## config.mk

```make
export PLATFORM = sky130hd
export DESIGN_NAME = fdc_controller
export DESIGN_NICKNAME = d
export VERILOG_FILES = /design/src/hw/rtl/fdc_pkg.sv /design/src/hw/rtl/fdc_controller.sv
export SDC_FILE = /design/constraint.sdc
export NUM_CORES = 1
export LEC_CHECK = 0
export BUFFER_PORTS_ARGS = -buffer_cell sky130_fd_sc_hd__buf_4
export CAP_MARGIN = 0
export CELL_PAD_IN_SITES_DETAIL_PLACEMENT = 0
export CELL_PAD_IN_SITES_GLOBAL_PLACEMENT = 1
export CORE_MARGIN = 10
export CORE_UTILIZATION = 26
export CTS_CLUSTER_SIZE = 30
export DETAILED_ROUTE_END_ITERATION = 7
export GPL_TIMING_DRIVEN = 0
export PLACE_DENSITY = 0.73
export SLEW_MARGIN = 20
export SYNTH_ARGS = -nofsm -noshare
export SYNTH_HDL_FRONTEND = slang
export SYNTH_SLANG_ARGS = --single-unit
```

## constraint.sdc

```tcl
create_clock -name clock -period 1.4 [get_ports clock]
set_clock_uncertainty 0.05 [all_clocks]
set_input_delay 0.07 -clock clock [delete_from_list [all_inputs] [get_ports clock]]
set_output_delay 0.07 -clock clock [all_outputs]
set_load 0.02 [all_outputs]
```

## src/hw/rtl/fdc_pkg.sv

```systemverilog
`timescale 1ns / 1ps
package fdc_pkg;
   localparam int unsigned MaxN = 1023;
   localparam int unsigned NumW = 10;
   localparam int unsigned ExpW = 10;
   localparam int unsigned ResW = 30;
   localparam int unsigned ModW = 30;
   localparam logic [ModW-1:0] Modulus = 30'd1000000007;
   localparam logic [NumW-1:0] MaxNVal = NumW'(MaxN);

   typedef enum logic [3:0] {
      OP_IDLE, OP_CLEAR, OP_LOADK, OP_DIV, OP_BUMP, OP_NEXTI, OP_LEFTOVER,
      OP_NEXTK, OP_SCAN_RD, OP_SCAN_MUL, OP_MOD, OP_SCAN_NEXT, OP_DONE
   } op_type;

   typedef struct packed {
      logic clear_last;
      logic k_last;
      logic div_done;
      logic divisible;
      logic cand_over;
      logic rest_gt1;
      logic scan_last;
      logic exp_nonzero;
      logic mod_done;
   } status_type;
endpackage

```

## src/hw/rtl/fdc_controller.sv

```systemverilog
`timescale 1ns / 1ps
module fdc_controller (
   input  logic                 clock,
   input  logic                 reset,
   input  logic                 start,
   input  fdc_pkg::status_type  status,
   output fdc_pkg::op_type      op,
   output logic                 div_start,
   output logic                 mod_start,
   output logic                 busy,
   output logic                 rsp_valid
);
   import fdc_pkg::*;

   op_type op_ff, op_in;
   logic   started_ff, started_in;
   logic   rsp_ff, rsp_in;

   always_comb begin
      op_in = op_ff;
      started_in = 1'b0;
      rsp_in = 1'b0;
      case (op_ff)
         OP_IDLE:     if (start) op_in = OP_CLEAR;
         OP_CLEAR:    if (status.clear_last) op_in = OP_NEXTK;
         OP_LOADK:    op_in = OP_DIV;
         OP_DIV: begin
            if (status.cand_over) op_in = OP_LEFTOVER;
            else if (!started_ff) started_in = 1'b1;
            else if (status.div_done) begin
               op_in = status.divisible ? OP_BUMP : OP_NEXTI;
            end else started_in = 1'b1;
         end
         OP_BUMP:     op_in = OP_DIV;
         OP_NEXTI:    op_in = OP_DIV;
         OP_LEFTOVER: op_in = OP_NEXTK;
         OP_NEXTK:    op_in = status.k_last ? OP_SCAN_RD : OP_LOADK;
         OP_SCAN_RD:  op_in = OP_SCAN_MUL;
         OP_SCAN_MUL: op_in = status.exp_nonzero ? OP_MOD : OP_SCAN_NEXT;
         OP_MOD: begin
            if (!started_ff) started_in = 1'b1;
            else if (status.mod_done) op_in = OP_SCAN_NEXT;
            else started_in = 1'b1;
         end
         OP_SCAN_NEXT: op_in = status.scan_last ? OP_DONE : OP_SCAN_RD;
         OP_DONE: begin
            op_in = OP_IDLE;
            rsp_in = 1'b1;
         end
         default:     op_in = OP_IDLE;
      endcase
   end

   always_ff @(posedge clock) begin
      if (reset) begin
         op_ff <= OP_IDLE;
         started_ff <= 1'b0;
         rsp_ff <= 1'b0;
      end else begin
         op_ff <= op_in;
         started_ff <= started_in;
         rsp_ff <= rsp_in;
      end
   end

   assign op = op_ff;
   assign div_start = (op_ff == OP_DIV) && !started_ff && !status.cand_over;
   assign mod_start = (op_ff == OP_MOD) && !started_ff;
   assign busy = (op_ff != OP_IDLE);
   assign rsp_valid = rsp_ff;

   a_rsp_idle: assert property (@(posedge clock) disable iff (reset)
      rsp_ff |-> op_ff == OP_IDLE) else $error("response outside idle");
   a_start: assert property (@(posedge clock) disable iff (reset)
      (start && !busy) |=> op_ff == OP_CLEAR) else $error("start lost");
   a_done: assert property (@(posedge clock) disable iff (reset)
      op_ff == OP_DONE |=> rsp_ff) else $error("no response");
endmodule

```

Yosys cells after proc, flatten, opt, wreduce, memory -nomap -nowiden
Cells that the tools add are included.
W data, S select, Z words.
{ "classes": {"muxes": 19, "eq_ne": 18, "reduce_logical": 9} }
{ "op_table": {"columns": ["cell", "n"], "rows": [
  ["$pmux W4 S10", 1],
  ["$mux W4", 8],
  ["$eq A4 B4 Y1 const B", 5],
  ["$eq A4 B3 Y1 const B", 4],
  ["$eq A4 B2 Y1 const B", 2],
  ["$mux W1", 8],
  ["$ne A2 B2 Y1 const B", 4],
  ["$ne A3 B3 Y1 const B", 2],
  ["$reduce_and A6 Y1", 1],
  ["$eq A4 B1 Y1 const B", 1],
  ["$logic_not A4 Y1", 1],
  ["$reduce_bool A4 Y1", 1],
  ["$logic_and A1 B1 Y1", 3],
  ["$mux W3", 1],
  ["$reduce_or A3 Y1", 1],
  ["$logic_not A1 Y1", 2],
  ["$pmux W1 S2", 1]
]} }
{ "totals": {"output_inout_bits": 8, "input_bits": 12, "ff_bits": 6} }

Depth between registers and ports, before layout
Gate-level depths: netlist (run 1).
{ "depth": {"word_depth": 5, "depth_mapped": 6, "mapped_depth_nobuf": 4} }

Worst setup path before layout (run 1)
Ideal clock, no wire load.
{ "synth_path": {"path_kind": "register to register", "start": "register op_ff[2] (netlist: op[2])", "end": "register op_ff[1] (netlist: op[1])", "t_arrival_ns": 1.365, "slack_ns": -0.087, "setup_time_ns": 0.072, "synth_period_minus_slack_ns": 1.487, "required_time_ns": 1.278, "n_path_buf": 1, "path_stages_with_launch": 5, "path_cell_list": "dfxtp_1 > clkbuf_1 > o21ai_0 > a2111o_1 > mux2i_1"} }
{ "synth_via": {"elab_chain_cells": 3, "word_cells_on_any_way": 21, "classes_between": "17 x eq/ne; 1 x mux; 3 x reduce/logical"} }
{ "synth_lines": {"columns": ["item", "line", "text"], "rows": [
  ["start: declaration", "fdc_controller.sv:15", "op_type op_ff, op_in;"],
  ["start signal: assignment", "fdc_controller.sv:60", "op_ff <= op_in;"],
  ["$eq A4 B3 Y1 (tied with other cells)", "fdc_controller.sv:23", "case (op_ff)"],
  ["$reduce_or A3 Y1 (no line) (tied with other cells)", null, null],
  ["$pmux W4 S10 or $reduce_and A6 Y1 (tied branches)", null, null]
]} }
Parallel ways exist; a longest one is shown, timed or not.
A chain may end at the register's enable or synchronous reset.

Worst setup path after layout (run 1)
{ "layout_path": {"start": "register op_ff[3] (netlist: op[3])", "end": "output busy"} }
{ "layout_via": {"elab_chain_cells": 1} }
{ "layout_lines": {"columns": ["item", "line", "text"], "rows": [
  ["$reduce_bool A4 Y1", "fdc_controller.sv:69", "assign busy = (op_ff != OP_IDLE);"],
  ["end: declaration", "fdc_controller.sv:10", "output logic busy,"]
]} }
Every way passes these cells.

==> results.sh, run 1 <==
export IMPL_outcome="complete, but fails checks"
export IMPL_violations="negative setup slack"
export IMPL_synth_compound_area_share_pct=23.85
export IMPL_place_area_um2=573.1
export IMPL_synth_seq_cells=6
export IMPL_layout_common_cells="22 x buf_4, 4 x buf_6, 4 x nor2_1"
export IMPL_vias_per_cell=5.000
export IMPL_die_w_um=59.67
export IMPL_final_common_cell="buf_4"
export IMPL_rows=14
export IMPL_use_met1_pct=9.581
export IMPL_final_cell_count_no_fill=92
export IMPL_clockBufferDepth=2
export IMPL_cts_num_sinks=6
export IMPL_setup_tns_ps=-67.48
export IMPL_synthSimpleGateAreaFrac_pct=30.89
export IMPL_synth_fp_nets=60
export IMPL_p_leak_nw=0.3175
export IMPL_clk_latency_ps=240
export IMPL_syn_inst=48
export IMPL_worst_pin_slew_ps=223.8
export IMPL_setup_violations=1
export IMPL_routabilityCongestion=0.7108
export IMPL_cp_required_ps=1280
export IMPL_slew_headroom_pct=84.94
export IMPL_grt_busiest_layer="met2"
export IMPL_grt_pass1_wl_um=2228
export IMPL_h_tree_depth=1
export IMPL_synth_main_ff_cell="dfxtp_1"
export IMPL_dpl_hpwl_um=939.5
export IMPL_design_core_area_mm2=0.001489
export IMPL_antennaDiodeCount=0
export IMPL_drc=0
export IMPL_start_util_pct=27.48
export IMPL_peakVddDrop_mv=0.8977
export IMPL_antenna_left=0
export IMPL_yosys_area_share_xor_xnor_pct=0
export IMPL_wl_per_cell_um=13.86
export IMPL_clkTransAtPathRegs_ps=50
export IMPL_total_power_mw=1.215
export IMPL_portBuffers=18
export IMPL_num_fill_cells=155
export IMPL_grtUsageMet2_pct=12.65
export IMPL_startpoint_type="flop"
export IMPL_ys_seq_area_share_pct=29.36
export IMPL_fin_crit_ps=1467
export IMPL_synth_top_family_by_area="simple AND/OR/NAND/NOR gates"
export IMPL_cts_tree="done"
export IMPL_hold_violations=0
export IMPL_grt_max_degree=10
export IMPL_dpl_cell_count=82
export IMPL_drive_gt1_share_pct=55.26
export IMPL_max_cap_violations=0
export IMPL_cts_buffers=3
export IMPL_drt_wl_total_um=1275
export IMPL_syn_to_final_growth_pct=71.87
export IMPL_root_buffer="clkbuf_4"
export IMPL_grt_met3_usage_pct=2.754
export IMPL_io_pins=20
export IMPL_synth_async_reset_ratio_pct=0
export IMPL_synth_fa_ha_area_share_pct=0
export IMPL_num_nets_final=90
export IMPL_die_area_mm2=0.003561
export IMPL_grt_setup_unrepaired="yes"
export IMPL_ys_types=28
export IMPL_first_iter_violations=5
export IMPL_fin_ws_ps=-67.48
export IMPL_die_h_um=59.67
export IMPL_fmax_ghz=0.6814
export IMPL_fin_crit_sh_pct=104.8
export IMPL_hold_class="in -> reg"
export IMPL_grt_ovfl_total=0
export IMPL_first_pass_iters=2
export IMPL_grtUsageTotal_pct=7.832
export IMPL_num_vias=460
export IMPL_critical_path_arrival_ps=1350
export IMPL_worst_setup_path_end_kind="output port"
export IMPL_syn_avg_cell_area_um2=8.524
export IMPL_yosys_warnings=0
export IMPL_antenna_found_initial=0
export IMPL_crit_path_max_fanout=4
export IMPL_synth_area_mux_share_pct=7.339
export IMPL_synth_edf_count=0
export IMPL_slew_viol_final=0
export IMPL_p_per_area_mw_per_mm2=1728
export IMPL_critical_path_class="reg -> out"
export IMPL_grt_pass1_vias=534
export IMPL_synth_cell_area_um2=409.1
export IMPL_fin_area_um2=703.2
==> power by group <==
group          total (mW)  switching (mW)  internal (mW)
Clock               0.158          0.0611         0.0969
Combinational       0.754           0.316          0.437
Sequential          0.303          0.0687          0.235
==> cells by family (layout without fill, tap and decap cells) <==
kind of cell	count (synthesis)	count (layout)
buffers and inverters	5	33
multiplexers	3	3
AO/OA/AOI/OAI	13	13
AND/OR/NAND/NOR	21	21
flip-flops	6	6
==> state kept, by name, indices dropped and copies added (netlist names) <==
signal	cells
op	4
rsp_valid	1
started_ff	1
==> synthesized netlist by cell type (2+ instances only) <==
master    n  area, µm²
a21oi_1   3      15.01
nand2b_1  2      12.51
nor2_1    4      15.01
buf_6     2      22.52
nand2_1   2      7.510
mux2i_1   3      30.03
nor4_1    2      12.51
or2b_1    2      15.01
nor3_1    4      20.02
dfxtp_1   6      120.1
==> layout make-up <==
| cell class | instances | area, µm² | area share, % |
|---|---|---|---|
| buffer | 3 | 36.28 | 5.160 |
| clock buffer | 3 | 22.52 | 3.203 |
| inverter | 1 | 3.754 | 0.5338 |
| multi-input combinational | 37 | 270.3 | 38.43 |
| sequential | 6 | 132.6 | 18.86 |
| tap | 16 | 20.02 | 2.847 |
| timing repair buffer | 26 | 217.7 | 30.96 |
==> through the flow <==
stage,hold WS [ps],utilization (%),setup WS [ps]
floorplan,92.38,-,-40.64
global placement,241.5,38.49,-70.07
detailed placement,239.3,38.49,-74.14
CTS,81.67,46.55,-74.27
global route,139.5,47.23,-101.2
finish,93.66,47.23,-67.48
==> final timing paths <==
kind / from / end / slack (ps) / depth (start not counted)
hold reg to reg: op[1] / started_ff / 510 / 2
setup reg to reg: op[0] / op[0] / 30 / 5
setup / recovery: op[3] / busy / -70 / 3
hold / removal: status[2] / op[2] / 90 / 3
==> timing repair <==
action | in CTS | in global routing
hold buffers | 1 | 0
gates resized for setup | 13 | 2
pin swaps | 1 | 2
endpoints found under the hold margin | 3 | 0
setup endpoints to repair | 4 | 5
buffers inserted | 6 | 1
==> worst max-delay path, stage by stage (launching register included) <==
cell	delay, ps
dfxtp_2	320
buf_6	120
or4_4	520
buf_6	150
==> layer usage <==
metal	wire [µm]	share of wire, %
met1	604	47
met2	606	48
met3	45	3.5
met4	19	1.5
met5	0	0
Note: power is estimated with default switching activity, not from simulation.
==> run 2: changes to the inputs <==
GPL_TIMING_DRIVEN = not set   (was 0)
==> run 2 against run 1 <==
Compared with the run above: the run now ends clean; critical path depth down 1; clock power is essentially flat; combinational power is 8.4% lower; hold slack improved by 21 ps; count of clock-buffer cells in the layout stayed put; final area decreased by 1.4%; critical path type unchanged.
==> results.sh, run 2 (synthesis results as in run 1) <==
export IMPL_outcome="completed"
export IMPL_design_core_area_mm2=0.001489
export IMPL_hold_class="in -> reg"
export IMPL_startpoint_type="flop"
export IMPL_grt_max_degree=10
export IMPL_antenna_left=0
export IMPL_num_vias=453
export IMPL_cts_buffers=3
export IMPL_dpl_hpwl_um=959.5
export IMPL_vias_per_cell=4.924
export IMPL_grtUsageTotal_pct=7.243
export IMPL_routabilityCongestion=0.7204
export IMPL_slew_viol_final=0
export IMPL_num_nets_final=90
export IMPL_largest_reg_flops=4
export IMPL_die_h_um=59.67
export IMPL_final_common_cell="buf_4"
export IMPL_crit_path_max_fanout=6
export IMPL_fin_crit_sh_pct=99.39
export IMPL_drt_wl_total_um=1230
export IMPL_cts_num_sinks=6
export IMPL_drc=0
export IMPL_worst_setup_path_end_kind="output port"
export IMPL_fin_area_um2=693.2
export IMPL_place_area_um2=600.6
export IMPL_clk_latency_ps=240
export IMPL_max_cap_violations=0
export IMPL_wl_per_cell_um=13.37
export IMPL_first_iter_violations=6
export IMPL_reg2reg_slack_ps=50
export IMPL_num_fill_cells=152
export IMPL_die_w_um=59.67
export IMPL_grt_pass1_vias=495
export IMPL_min_delay_start="status[2]"
export IMPL_antennaDiodeCount=0
export IMPL_critical_path_arrival_ps=1270
export IMPL_h_tree_depth=1
export IMPL_die_area_mm2=0.003561
export IMPL_hold_violations=0
export IMPL_p_leak_nw=0.3137
export IMPL_drive_gt1_share_pct=57.89
export IMPL_clockBufferDepth=2
export IMPL_grt_pass1_wl_um=2083
export IMPL_postLayoutCoreUtil_pct=46.55
export IMPL_clkTransAtPathRegs_ps=40
export IMPL_start_util_pct=27.48
export IMPL_layout_common_cells="27 x buf_4, 4 x dfxtp_4"
export IMPL_critical_path_class="reg -> out"
export IMPL_peakVddDrop_mv=0.6132
export IMPL_cp_required_ps=1280
export IMPL_root_buffer="clkbuf_4"
export IMPL_p_per_area_mw_per_mm2=1652
export IMPL_cts_tree="done"
export IMPL_syn_to_final_growth_pct=69.42
export IMPL_worst_pin_slew_ps=224.2
export IMPL_io_pins=20
export IMPL_setup_violations=0
export IMPL_fmax_ghz=0.7187
export IMPL_slew_headroom_pct=84.92
export IMPL_grt_setup_unrepaired="yes"
export IMPL_rows=14
export IMPL_total_power_mw=1.145
export IMPL_reg2reg_from="op[2]"
export IMPL_grt_ovfl_total=0
export IMPL_antenna_found_initial=0
export IMPL_cp_startpoint="op[0]"
export IMPL_first_pass_iters=4
export IMPL_fin_crit_ps=1391
export IMPL_portBuffers=18
run 2: final cells by class:
class                      count  area [µm²]  area share (%)
multi-input combinational     37       287.8           41.52
sequential                     6       135.1           19.49
tap                           16       20.02           2.888
clock buffer                   3       22.52           3.249
inverter                       1       3.754          0.5415
timing repair buffer          29       224.0           32.31
run 2: power by group:
group / total (mW) / internal [mW] / switching [mW]
Clock: 0.156 / 0.0968 / 0.0593
Combinational: 0.691 / 0.381 / 0.309
Sequential: 0.298 / 0.233 / 0.0648
run 2: worst max-delay path, stage by stage (launching register included):
cell,delay (ps)
dfxtp_4,350
or4_4,530
buf_6,150
run 2: final timing paths:
check	end	cells after the start
setup / recovery	busy	2
hold reg to reg	rsp_valid	2
hold / removal	op[2]	3
setup reg to reg	op[0]	5
run 2: through the flow:
step           instances  setup WS, ps  setup TNS [ps]  hold slack, ps
6_report              92         8.548               0           114.3
2_1_floorplan         48        -40.64          -63.22           92.38
5_1_grt               92        -43.14          -74.25           163.7
3_5_place_dp          86         38.52               0           245.2
3_3_place_gp          86         68.75               0           241.7
4_1_cts               90         2.956               0           111.6
run 2: per-layer routing:
layer | wire length (µm) | vias up | share of wire (%) | global-route usage [%]
li1 | - | 234 | - | -
met1 | 522 | 204 | 42 | 8.513
met2 | 621 | 12 | 50 | 11.47
met3 | 75 | 3 | 6.1 | 2.119
met4 | 10 | 0 | 0.81 | 3.846
met5 | 0 | - | 0 | 0
run 2: what timing repair did:
| item | 4_1_cts | 5_1_grt |
|---|---|---|
| pin swaps | 0 | 5 |
| cloned | 0 | 0 |
| hold endpoints to repair | 2 | 0 |
| setup buffers | 0 | 2 |
| hold buffers | 1 | 0 |
| gates resized for setup | 3 | 11 |
| setup endpoints to repair | 2 | 5 |
==> run 3: changes to the inputs <==
CTS_CLUSTER_SIZE = 28   (was 30)
SETUP_SLACK_MARGIN = 0.3   (was not set)
==> run 3 against run 2 <==
Compared with the run above: the flow now finishes with violations (negative setup slack); clock power rose by 12%; critical path type unchanged; sequential share of layout area fell by 3.6 points; non-clock buffer count rose by 6; hold slack got worse by 55 ps; power rose by 24%; critical path depth rose by 1; sequential power fell by 6%; combinational power rose by 39%; count of clock-buffer cells in the layout rose by 1; final area rose by 21%.
==> results.sh, run 3 (synthesis results as in run 1) <==
export IMPL_clk_latency_ps=250
export IMPL_worst_pin_slew_ps=242.4
export IMPL_h_tree_depth=1
export IMPL_grt_max_degree=8
export IMPL_p_per_area_mw_per_mm2=1695
export IMPL_first_pass_iters=4
export IMPL_antenna_left=0
export IMPL_crit_path_max_fanout=2
export IMPL_place_area_um2=593.1
export IMPL_syn_to_final_growth_pct=104.3
export IMPL_final_common_cell="buf_4"
export IMPL_fin_area_um2=835.8
export IMPL_antenna_found_initial=0
export IMPL_num_nets_final=96
export IMPL_grt_setup_unrepaired="yes"
export IMPL_clkTransAtPathRegs_ps=50
export IMPL_fmax_ghz=0.6738
export IMPL_outcome="complete, but fails checks"
export IMPL_worst_setup_path_end_kind="output port"
export IMPL_dpl_hpwl_um=990.1
export IMPL_wl_per_cell_um=15.89
export IMPL_antennaDiodeCount=0
export IMPL_postLayoutCoreUtil_pct=56.13
export IMPL_grtUsageTotal_pct=9.885
export IMPL_drc=0
export IMPL_portBuffers=18
export IMPL_die_area_mm2=0.003561
export IMPL_max_cap_violations=0
export IMPL_num_fill_cells=138
export IMPL_regArea_um2=132.6
export IMPL_cts_buffers=3
export IMPL_drive_gt1_share_pct=67.47
export IMPL_grt_pass1_wl_um=2780
export IMPL_slew_headroom_pct=83.72
export IMPL_dp_slack_ps=25.50
export IMPL_setup_violations=4
export IMPL_grt_pass1_vias=605
export IMPL_vias_per_cell=5.081
export IMPL_die_w_um=59.67
export IMPL_routabilityCongestion=0.7118
export IMPL_start_util_pct=27.48
export IMPL_die_h_um=59.67
export IMPL_critical_path_arrival_ps=1360
export IMPL_slew_viol_final=0
export IMPL_fin_crit_ps=1484
export IMPL_startpoint_type="flop"
export IMPL_design_core_area_mm2=0.001489
export IMPL_first_iter_violations=9
export IMPL_drt_wl_total_um=1573
export IMPL_p_leak_nw=0.3713
export IMPL_violations="negative setup slack"
export IMPL_cts_num_sinks=6
export IMPL_root_buffer="clkbuf_4"
export IMPL_cts_tree="done"
export IMPL_layout_common_cells="24 x buf_4, 10 x buf_6"
export IMPL_fin_crit_sh_pct=106.0
export IMPL_num_vias=503
export IMPL_cp_required_ps=1280
export IMPL_fin_ws_ps=-84.03
export IMPL_hold_violations=0
export IMPL_clockBufferDepth=2
export IMPL_hold_class="in -> reg"
export IMPL_grt_ovfl_total=0
export IMPL_peakVddDrop_mv=0.6545
export IMPL_multi_input_area_um2=350.3
export IMPL_critical_path_class="reg -> out"
export IMPL_largest_reg_flops=4
export IMPL_io_pins=20
export IMPL_rows=14
-- run 3: through the flow --
stage,std cells,power [mW],hold WS (ps),setup TNS [ps]
floorplan,48,0.7267,79.31,0
global placement,83,0.9097,227.9,0
detailed placement,83,0.9096,227.2,0
CTS,97,1.364,58.02,-94.90
global route,99,1.518,69.12,-490.5
finish,99,1.416,58.91,-182.0
-- run 3: final timing paths --
check | slack, ps | endpoint | from | cells past startpoint
worst max-delay path | -80 | busy | op[0] | 3
worst min-delay path | 60 | op[0] | reset | 3
worst max register to register | -50 | op[1] | op[3] | 6
worst min register to register | 640 | rsp_valid | op[0] | 3
-- run 3: critical path, cell delays in order (launching register included) --
cell and delay, ps:
dfxtp_4 340, buf_6 110, or4_4 520, buf_6 150
-- run 3: what timing repair did --
action | 4_1_cts | 5_1_grt
hold buffers | 1 | 0
hold endpoints to repair | 3 | 0
resized for setup | 22 | 3
pin swaps | 8 | 8
endpoints found under the setup margin | 7 | 11
buffers inserted | 9 | 2
-- run 3: area by class of cell --
class | count | area share (%)
repair buffers | 35 | 36.23
flip-flops and latches | 6 | 15.87
well taps | 16 | 2.395
inverters | 1 | 0.4491
clock buffers | 4 | 3.144
multi-input cells | 37 | 41.92
-- run 3: where the power goes --
| part | total, mW | internal (mW) | leakage [nW] | switching [mW] |
|---|---|---|---|---|
| Clock | 0.175 | 0.108 | 0.0150 | 0.0671 |
| Combinational | 0.962 | 0.538 | 0.305 | 0.424 |
| Sequential | 0.279 | 0.229 | 0.0514 | 0.0502 |
| Total | 1.42 | 0.875 | 0.371 | 0.541 |
-- run 3: per-layer routing --
metal | wire length (µm) | track usage, % | vias up
met5 | 0 | 0 | -
met4 | 0 | 1.923 | 0
met3 | 83 | 3.390 | 0
met2 | 866 | 17.65 | 14
met1 | 624 | 10.96 | 240
li1 | - | - | 249
